`src/rtl/iutc_pkg.sv`:
```
// ---------------------------------------------------------------------------
// iutc_pkg
// Types, constants and helpers of the ISO 8601 UTC timestamp checker.
// ---------------------------------------------------------------------------
`timescale 1ns / 1ps
`default_nettype none

package iutc_pkg;

  // String layout: YYYY-MM-DDTHH:MM:SSZ
  localparam int unsigned PosW = 5;
  localparam int unsigned AccW = 7;

  localparam logic [PosW-1:0] PosMax      = 5'd31;
  localparam logic [PosW-1:0] TsLen       = 5'd20;
  localparam logic [PosW-1:0] PosDash0    = 5'd4;
  localparam logic [PosW-1:0] PosDash1    = 5'd7;
  localparam logic [PosW-1:0] PosTee      = 5'd10;
  localparam logic [PosW-1:0] PosColon0   = 5'd13;
  localparam logic [PosW-1:0] PosColon1   = 5'd16;
  localparam logic [PosW-1:0] PosZulu     = 5'd19;
  localparam logic [PosW-1:0] PosCentEnd  = 5'd1;
  localparam logic [PosW-1:0] PosYearEnd  = 5'd3;
  localparam logic [PosW-1:0] PosMonthEnd = 5'd6;
  localparam logic [PosW-1:0] PosDayEnd   = 5'd9;
  localparam logic [PosW-1:0] PosHourEnd  = 5'd12;
  localparam logic [PosW-1:0] PosMinEnd   = 5'd15;

  localparam logic [7:0] ChDash  = 8'h2D;
  localparam logic [7:0] ChColon = 8'h3A;
  localparam logic [7:0] ChTee   = 8'h54;
  localparam logic [7:0] ChZulu  = 8'h5A;
  localparam logic [7:0] ChZero  = 8'h30;
  localparam logic [7:0] ChNine  = 8'h39;

  // Year 1000..9999 means the leading digit pair is at least 10
  localparam logic [AccW-1:0] CentMin   = 7'd10;
  localparam logic [AccW-1:0] MonthMax  = 7'd12;
  localparam logic [AccW-1:0] HourMax   = 7'd23;
  localparam logic [AccW-1:0] MinSecMax = 7'd59;

  localparam logic [AccW-1:0] MonFeb = 7'd2;
  localparam logic [AccW-1:0] MonApr = 7'd4;
  localparam logic [AccW-1:0] MonJun = 7'd6;
  localparam logic [AccW-1:0] MonSep = 7'd9;
  localparam logic [AccW-1:0] MonNov = 7'd11;

  // One character word
  typedef struct packed {
    logic [7:0] char_byte;
    logic       last_char;
  } iutc_word_t;

  // Input stage to parser
  typedef struct packed {
    logic       valid;
    iutc_word_t word;
  } iutc_stage_t;

  // Days in a month, month already range checked elsewhere
  function automatic logic [AccW-1:0] month_days(input logic [AccW-1:0] mon,
                                                 input logic leap);
    logic [AccW-1:0] days;
    case (mon) inside
      MonFeb:                         days = leap ? 7'd29 : 7'd28;
      MonApr, MonJun, MonSep, MonNov: days = 7'd30;
      default:                        days = 7'd31;
    endcase
    return days;
  endfunction

  // acc * 10 + digit, as shifts and adds
  function automatic logic [AccW-1:0] acc_digit(input logic [AccW-1:0] acc,
                                                input logic [3:0] dig);
    logic [AccW-1:0] sum;
    sum = (acc << 3) + (acc << 1) + {3'b000, dig};
    return sum;
  endfunction

endpackage

`default_nettype wire

```
`src/rtl/iutc_if.sv`:
```
// ---------------------------------------------------------------------------
// iutc_char_if / iutc_res_if
// Valid/ready channels for characters in and verdicts out.
// ---------------------------------------------------------------------------
`timescale 1ns / 1ps
`default_nettype none

interface iutc_char_if;
  logic       valid;
  logic       ready;
  logic [7:0] char_byte;
  logic       last_char;

  modport source (output valid, output char_byte, output last_char, input ready);
  modport sink   (input valid, input char_byte, input last_char, output ready);
endinterface

interface iutc_res_if;
  logic valid;
  logic ready;
  logic is_valid;

  modport source (output valid, output is_valid, input ready);
  modport sink   (input valid, input is_valid, output ready);
endinterface

`default_nettype wire

```
`src/rtl/iutc_in_stage.sv`:
```
// ---------------------------------------------------------------------------
// iutc_in_stage
// Input register: captures one character word per cycle, unless stalled.
// ---------------------------------------------------------------------------
`timescale 1ns / 1ps
`default_nettype none

module iutc_in_stage (
  input  wire logic                 clk_i,
  input  wire logic                 rst_ni,
  iutc_char_if.sink                 char_i,
  input  wire logic                 advance_i,
  output iutc_pkg::iutc_stage_t     stage_o
);
  import iutc_pkg::*;

  logic       valid_q, valid_d;
  iutc_word_t word_q, word_d;
  logic       take;

  // Free when empty or when the held word moves on this cycle
  assign char_i.ready = !valid_q || advance_i;
  assign take         = char_i.ready;

  always_comb begin
    valid_d = valid_q;
    word_d  = word_q;
    if (take) begin
      valid_d = char_i.valid;
      if (char_i.valid) begin
        word_d.char_byte = char_i.char_byte;
        word_d.last_char = char_i.last_char;
      end
    end
  end

  always_ff @(posedge clk_i or negedge rst_ni) begin
    if (!rst_ni) begin
      valid_q <= 1'b0;
    end else begin
      valid_q <= valid_d;
    end
  end

  // Payload, no reset
  always_ff @(posedge clk_i) begin
    word_q <= word_d;
  end

  assign stage_o.valid = valid_q;
  assign stage_o.word  = word_q;

endmodule

`default_nettype wire

```
`src/rtl/iutc_parser.sv`:
```
// ---------------------------------------------------------------------------
// iutc_parser
// Position tracking, field accumulation, final range checks, result register.
// ---------------------------------------------------------------------------
`timescale 1ns / 1ps
`default_nettype none

module iutc_parser (
  input  wire logic                 clk_i,
  input  wire logic                 rst_ni,
  input  wire iutc_pkg::iutc_stage_t stage_i,
  output logic                      advance_o,
  iutc_res_if.source                res_o
);
  import iutc_pkg::*;

  logic [PosW-1:0] pos_q, pos_d;
  logic            err_q, err_d;
  logic [AccW-1:0] cent_q, cent_d;    // first two year digits
  logic [AccW-1:0] yrlo_q, yrlo_d;    // last two year digits
  logic [AccW-1:0] mon_q, mon_d;
  logic [AccW-1:0] day_q, day_d;
  logic [AccW-1:0] hr_q, hr_d;
  logic [AccW-1:0] min_q, min_d;
  logic [AccW-1:0] sec_q, sec_d;
  logic            res_valid_q, res_valid_d;
  logic            is_valid_q, is_valid_d;

  logic [7:0]      ch;
  logic            is_dig;
  logic [3:0]      dig;
  logic            err_now;
  logic            leap;
  logic [AccW-1:0] mdays;
  logic            fields_ok;
  logic            ok;

  assign ch     = stage_i.word.char_byte;
  assign is_dig = (ch >= ChZero) && (ch <= ChNine);
  assign dig    = ch[3:0];

  // A word leaves unless it ends a string and the result slot is blocked
  assign advance_o = stage_i.valid &&
                     (!stage_i.word.last_char || !res_valid_q || res_o.ready);

  // Leap year from the digit pairs: y%4 from the low pair, century years by the high pair
  assign leap = ((yrlo_q[1:0] == 2'b00) && (yrlo_q != '0)) ||
                ((yrlo_q == '0) && (cent_q[1:0] == 2'b00));
  assign mdays = month_days(mon_q, leap);

  assign fields_ok = (cent_q >= CentMin) &&
                     (mon_q != '0) && (mon_q <= MonthMax) &&
                     (day_q != '0) && (day_q <= mdays) &&
                     (hr_q <= HourMax) && (min_q <= MinSecMax) && (sec_q <= MinSecMax);

  // Per-character check and accumulate
  always_comb begin
    err_now = 1'b0;
    cent_d  = cent_q;
    yrlo_d  = yrlo_q;
    mon_d   = mon_q;
    day_d   = day_q;
    hr_d    = hr_q;
    min_d   = min_q;
    sec_d   = sec_q;
    if (pos_q >= TsLen) begin
      err_now = 1'b1;
    end else if (pos_q == PosDash0 || pos_q == PosDash1) begin
      err_now = (ch != ChDash);
    end else if (pos_q == PosColon0 || pos_q == PosColon1) begin
      err_now = (ch != ChColon);
    end else if (pos_q == PosTee) begin
      err_now = (ch != ChTee);
    end else if (pos_q == PosZulu) begin
      err_now = (ch != ChZulu);
    end else if (!is_dig) begin
      err_now = 1'b1;
    end else if (pos_q <= PosCentEnd) begin
      cent_d = acc_digit(cent_q, dig);
    end else if (pos_q <= PosYearEnd) begin
      yrlo_d = acc_digit(yrlo_q, dig);
    end else if (pos_q <= PosMonthEnd) begin
      mon_d = acc_digit(mon_q, dig);
    end else if (pos_q <= PosDayEnd) begin
      day_d = acc_digit(day_q, dig);
    end else if (pos_q <= PosHourEnd) begin
      hr_d = acc_digit(hr_q, dig);
    end else if (pos_q <= PosMinEnd) begin
      min_d = acc_digit(min_q, dig);
    end else begin
      sec_d = acc_digit(sec_q, dig);
    end
    err_d = err_q || err_now;
    pos_d = (pos_q != PosMax) ? pos_q + 5'd1 : pos_q;
  end

  // Verdict on the final character
  assign ok = !err_d && (pos_q == PosZulu) && fields_ok;

  // Result slot
  always_comb begin
    res_valid_d = res_valid_q;
    is_valid_d  = is_valid_q;
    if (res_o.ready) begin
      res_valid_d = 1'b0;
    end
    if (advance_o && stage_i.word.last_char) begin
      res_valid_d = 1'b1;
      is_valid_d  = ok;
    end
  end

  // String state; cleared at the end of each string
  always_ff @(posedge clk_i or negedge rst_ni) begin
    if (!rst_ni) begin
      pos_q  <= '0;
      err_q  <= 1'b0;
      cent_q <= '0;
      yrlo_q <= '0;
      mon_q  <= '0;
      day_q  <= '0;
      hr_q   <= '0;
      min_q  <= '0;
      sec_q  <= '0;
    end else if (advance_o) begin
      if (stage_i.word.last_char) begin
        pos_q  <= '0;
        err_q  <= 1'b0;
        cent_q <= '0;
        yrlo_q <= '0;
        mon_q  <= '0;
        day_q  <= '0;
        hr_q   <= '0;
        min_q  <= '0;
        sec_q  <= '0;
      end else begin
        pos_q  <= pos_d;
        err_q  <= err_d;
        cent_q <= cent_d;
        yrlo_q <= yrlo_d;
        mon_q  <= mon_d;
        day_q  <= day_d;
        hr_q   <= hr_d;
        min_q  <= min_d;
        sec_q  <= sec_d;
      end
    end
  end

  always_ff @(posedge clk_i or negedge rst_ni) begin
    if (!rst_ni) begin
      res_valid_q <= 1'b0;
    end else begin
      res_valid_q <= res_valid_d;
    end
  end

  always_ff @(posedge clk_i) begin
    is_valid_q <= is_valid_d;
  end

  assign res_o.valid    = res_valid_q;
  assign res_o.is_valid = is_valid_q;

endmodule

`default_nettype wire

```
`src/rtl/iso8601_utc_timestamp_check.sv`:
```
// ISO 8601 UTC timestamp checker.
// Channel char_i carries one byte of a string per word, with last_char set on
// the final byte. Channel res_o carries one word per string: is_valid is 1
// when the string is exactly YYYY-MM-DDTHH:MM:SSZ with year 1000..9999,
// month 1..12, a day that exists in that month (Gregorian leap years),
// hour <= 23 and minute, second <= 59.
// Throughput: one byte per cycle while no verdict is stalled. The final byte
// passes the input register, then the check logic into the result register,
// where the verdict waits until res_o takes it.
// Reset: all string state clears, both registers empty, char_i.ready high.
// Receiver stall: the verdict holds in the result register; bytes of the next
// string keep flowing until its own final byte reaches the check stage, and
// then char_i.ready drops until res_o takes the pending word.
// After each verdict the checker is ready for a new string at position zero.
// ---------------------------------------------------------------------------
// iso8601_utc_timestamp_check
// Top level: input register feeding the parser and result register.
// ---------------------------------------------------------------------------
`timescale 1ns / 1ps
`default_nettype none

module iso8601_utc_timestamp_check (
  input  wire logic  clk_i,
  input  wire logic  rst_ni,
  iutc_char_if.sink  char_i,
  iutc_res_if.source res_o
);
  import iutc_pkg::*;

  iutc_stage_t stage;
  logic        advance;

  iutc_in_stage u_in_stage (
    .clk_i     (clk_i),
    .rst_ni    (rst_ni),
    .char_i    (char_i),
    .advance_i (advance),
    .stage_o   (stage)
  );

  iutc_parser u_parser (
    .clk_i     (clk_i),
    .rst_ni    (rst_ni),
    .stage_i   (stage),
    .advance_o (advance),
    .res_o     (res_o)
  );

endmodule

`default_nettype wire

```
`src/flat_wrapper.sv`:
```
// flat-port wrapper written by rule: the top's interface ports become plain ports
module iso8601_utc_timestamp_check_flat import iutc_pkg::*;
  (clk_i, rst_ni, char_i_valid, char_i_char_byte, char_i_last_char, char_i_ready, res_o_valid, res_o_is_valid, res_o_ready);
  iutc_char_if char_i_i ();
  iutc_res_if res_o_i ();
  input  wire logic clk_i;
  input  wire logic rst_ni;
  input wire logic [$bits(char_i_i.valid)-1:0] char_i_valid;
  input wire logic [$bits(char_i_i.char_byte)-1:0] char_i_char_byte;
  input wire logic [$bits(char_i_i.last_char)-1:0] char_i_last_char;
  output wire logic [$bits(char_i_i.ready)-1:0] char_i_ready;
  output wire logic [$bits(res_o_i.valid)-1:0] res_o_valid;
  output wire logic [$bits(res_o_i.is_valid)-1:0] res_o_is_valid;
  input wire logic [$bits(res_o_i.ready)-1:0] res_o_ready;
  assign char_i_i.valid = char_i_valid;
  assign char_i_i.char_byte = char_i_char_byte;
  assign char_i_i.last_char = char_i_last_char;
  assign char_i_ready = char_i_i.ready;
  assign res_o_valid = res_o_i.valid;
  assign res_o_is_valid = res_o_i.is_valid;
  assign res_o_i.ready = res_o_ready;
  iso8601_utc_timestamp_check u_core (.clk_i(clk_i), .rst_ni(rst_ni), .char_i(char_i_i), .res_o(res_o_i));
endmodule
```
`config.mk`:
```
export PLATFORM = sky130hd
export DESIGN_NAME = iso8601_utc_timestamp_check_flat
export DESIGN_NICKNAME = d
export VERILOG_FILES = /design/src/rtl/iutc_pkg.sv /design/src/rtl/iutc_if.sv /design/src/rtl/iutc_in_stage.sv /design/src/rtl/iutc_parser.sv /design/src/rtl/iso8601_utc_timestamp_check.sv /design/src/flat_wrapper.sv
export SDC_FILE = /design/constraint.sdc
export NUM_CORES = 1
export LEC_CHECK = 0
export BUFFER_PORTS_ARGS = -buffer_cell sky130_fd_sc_hd__buf_2
export CORE_UTILIZATION = 45
export DETAILED_ROUTE_END_ITERATION = 8
export GPL_TIMING_DRIVEN = 0
export PLACE_DENSITY_LB_ADDON = 0.12
export SYNTH_ARGS = -nofsm -noshare
export SYNTH_HDL_FRONTEND = slang
export SYNTH_SLANG_ARGS = --single-unit
```
`constraint.sdc`:
```
create_clock -name clk_i -period 5.5 [get_ports clk_i]
set_input_delay 1.1 -clock clk_i [delete_from_list [all_inputs] [get_ports clk_i]]
set_output_delay 1.1 -clock clk_i [all_outputs]
set_load 0.02 [all_outputs]
```
==> impl_metrics.py <==
metrics = {
    "setup_path": {
        "critPathCaptureType": "output pin",
        "worstRegToRegCells": 8,
        "startpoint_type": "flip-flop",
        "cp.arrival_ns": 1.91,
        "critical_path_class": "flip-flop to output pin",
        "r2r_end": "u_core.u_parser.day_q[0]",
        "r2r-start": "u_core.u_parser.pos_q[0]",
        "worst-path-max-fanout": 10,
        "reg2reg_slack_ns": 2.53,
        "required_ns": 4.40,
    },
    "cts": {
        "postCtsHoldBufs": 0,
        "cts.sinks": 67,
        "cts_setup_buffers": 0,
        "cts_tree": "built",
        "insertion_delay_ns": 0.34,
        "ctsResizeCount": 0,
        "clock_path_buffers": 2,
        "htreeDepth": 3,
        "path_clk_slew_ns": 0.06,
        "clockRootBuffer": "clkbuf_16",
        "numCtsBuffers": 9,
    },
    "synthesis": {
        "synth_top_flop_cell": "dfrtp_1",
        "synth-seq-cells": 67,
        "yosysTopAreaCellShare_pct": 26.4,
        "synthCells": 555,
        "synth_most_common_cell": "ha_1",
        "synth_area_um2": 5410,
        "synth_largest_area_cell": "dfrtp_1",
        "ys_seq_area_share_pct": 31.9,
        "synth_fp_nets": 646,
        "syn_area_per_cell_um2": 9.75,
        "synth-async-reset-ratio_pct": 85.1,
        "synthTopCellsByArea": "dfrtp_1 26%, ha_1 15%, edfxtp_1 5.6%",
        "synth_common_cells": "64 x ha_1, 57 x dfrtp_1, 41 x nand2_1",
        "yosysUniqueCellTypes": 59,
        "synth-edff-count": 10,
        "ys_warn_count": 0,
    },
    "job": {
        "maxCapViolCount": 0,
    },
    "floorplan": {
        "num_io_pins": 16,
        "initial_utilization_pct": 46.8,
        "row_count": 39,
        "coreArea_um2": 11600,
        "die_x_um": 112,
        "dieArea_um2": 12500,
        "die_height_um": 112,
    },
    "min_path": {
        "holdPathStages": 2,
        "whs_endpoint": "u_core.u_parser.min_q[6]",
        "min_from": "u_core.u_parser.min_q[6]",
        "hp-class": "flip-flop to flip-flop",
    },
    "final_layout": {
        "antenna_cells": 0,
        "syn_to_final_growth_pct": 10.9,
        "drive_gt1_share_pct": 7.68,
        "regArea_um2": 1730,
        "nFillCells": 1076,
        "fin_nets": 672,
        "multi_input_area_um2": 3400,
    },
    "route": {
        "via_count": 4415,
        "ant_nets": 0,
        "vias_per_cell": 6.06,
        "drc": 0,
        "wl_per_cell_um": 19.2,
        "dr.pass1.iters": 5,
        "drt_iter0_drc": 277,
        "drt-total-wl_um": 14000,
    },
    "global_routing": {
        "grt_first_pass_wirelength_um": 23700,
        "first_global_vias": 4509,
        "overflow": 0,
        "antenna_found_initial": 0,
        "grt_usage_pct": 24.7,
        "grt_max_degree": 58,
    },
    "sta": {
        "timing.slew.headroom_pct": 42.8,
        "fmax_mhz": 332,
        "period_share_pct": 54.7,
        "hold_viol_final": 0,
        "slew_viol_final": 0,
        "worstMarginPinSlew_ns": 0.859,
        "fin_worst_skew_ns": 0.00567,
        "rsz0062_at_grt": "no",
        "setup_viol": 0,
        "min_period_ns": 3.01,
        "timing.setup.tns_ns": 0,
    },
    "placement": {
        "place_congestion": 0.871,
        "dp_hpwl_um": 10100,
        "port_buffers": 15,
    },
    "pwr": {
        "powerDensity_nw_per_um2": 380,
        "finalPower_mw": 2.28,
        "p_leak_nw": 2.72,
        "ir_worst_vdd_mv": 0.213,
    },
    "status": {
        "status": "completed",
    },
}
[cell usage in the layout (no fill, tap or decap), types with 4 or more instances in the layout]
master,Yosys,final
clkbuf_1,22,22
nand2_1,41,41
edfxtp_1,10,10
o311ai_0,5,5
o211ai_1,12,12
ha_1,64,64
nor4_1,20,20
o21a_1,4,4
xnor2_1,21,21
o21ai_0,22,22
dfrtp_1,57,57
nor3_1,10,10
nor3b_1,11,11
nand4_1,6,6
nor2b_1,24,24
o311ai_1,7,7
xor2_1,14,14
a21oi_1,19,19
inv_1,40,40
a221o_1,23,23
a21o_1,12,12
nand2b_1,6,6
nor2_1,14,14
mux2i_1,12,12
clkbuf_16,0,9
buf_2,8,22
fa_1,14,14
nand3_1,5,5
[kinds of logic after synthesis]
family | synth area share, %
and+or+nand+nor | 18.7
AOI/OAI and AO/OA | 16.3
adders and majority gates | 20.0
buffers and inverters | 5.20
DFF | 31.9
xor gates and xnor gates | 5.67
muxes | 2.22
[how the worst max path moves through the flow]
| stage | from | end | cells after the start |
|---|---|---|---|
| 2_1_floorplan | res_o_ready | u_core.u_parser.day_q[0] | 7 |
| 3_3_place_gp | res_o_ready | u_core.u_parser.min_q[1] | 6 |
| 3_5_place_dp | res_o_ready | u_core.u_parser.hr_q[5] | 8 |
| 4_1_cts | u_core.u_in_stage.stage_o[0] | char_i_ready | 4 |
| 5_1_grt | u_core.u_in_stage.stage_o[0] | char_i_ready | 4 |
| 6_report | u_core.u_in_stage.stage_o[0] | char_i_ready | 4 |
[flip-flops by register name, summed over array words and instances (netlist names)]
signal	count
u_core.u_in_stage.stage_o	9
u_core.u_in_stage.valid_q	1
u_core.u_parser.cent_q	7
u_core.u_parser.day_q	7
u_core.u_parser.err_q	1
u_core.u_parser.hr_q	7
u_core.u_parser.min_q	7
u_core.u_parser.mon_q	7
u_core.u_parser.pos_q	5
u_core.u_parser.res_o.is_valid	1
u_core.u_parser.res_o.valid	1
u_core.u_parser.sec_q	7
u_core.u_parser.yrlo_q	7
[per-layer routing]
metal,up-vias,part of all wire [%],global-route usage [%]
li1,2099,-,-
met1,2218,48,33.8
met2,80,47,39.3
met3,18,3.7,4.03
met4,0,1.7,9.01
met5,-,0,0
[per-stage QoR]
step	std cells	hold slack (ns)	cell area (um2)	utilization, %	setup slack, ns
detailed placement	713	0.511	5670	49.0	2.26
global route	729	0.562	6000	51.9	2.36
CTS	729	0.530	6000	51.9	2.48
global placement	713	0.502	5660	49.0	2.27
finish	729	0.530	6000	51.9	2.49
floorplan	555	0.480	5410	-	2.59
[worst max-delay path: stages (launching register included)]
cell and delay (ns):
edfxtp_1 0.32, clkbuf_1 0.29, clkbuf_1 0.52, nand4b_1 0.23, buf_2 0.21
[cell type report]
cell class / count / share of cell area (%)
clock buffer: 9 / 3.76
multi-input combinational: 416 / 56.7
tap: 143 / 2.98
clock inverter: 7 / 1.77
timing repair buffer: 15 / 1.29
buffer: 32 / 2.19
inverter: 40 / 2.50
sequential: 67 / 28.8
[where the power goes]
part           leakage, nW  internal (mW)  total [mW]  switching [mW]
clock                0.162          0.437       0.659           0.222
sequential           0.871          0.594       0.732           0.138
combinational         1.69          0.402       0.887           0.485
Power figures use the tool's default switching activity.
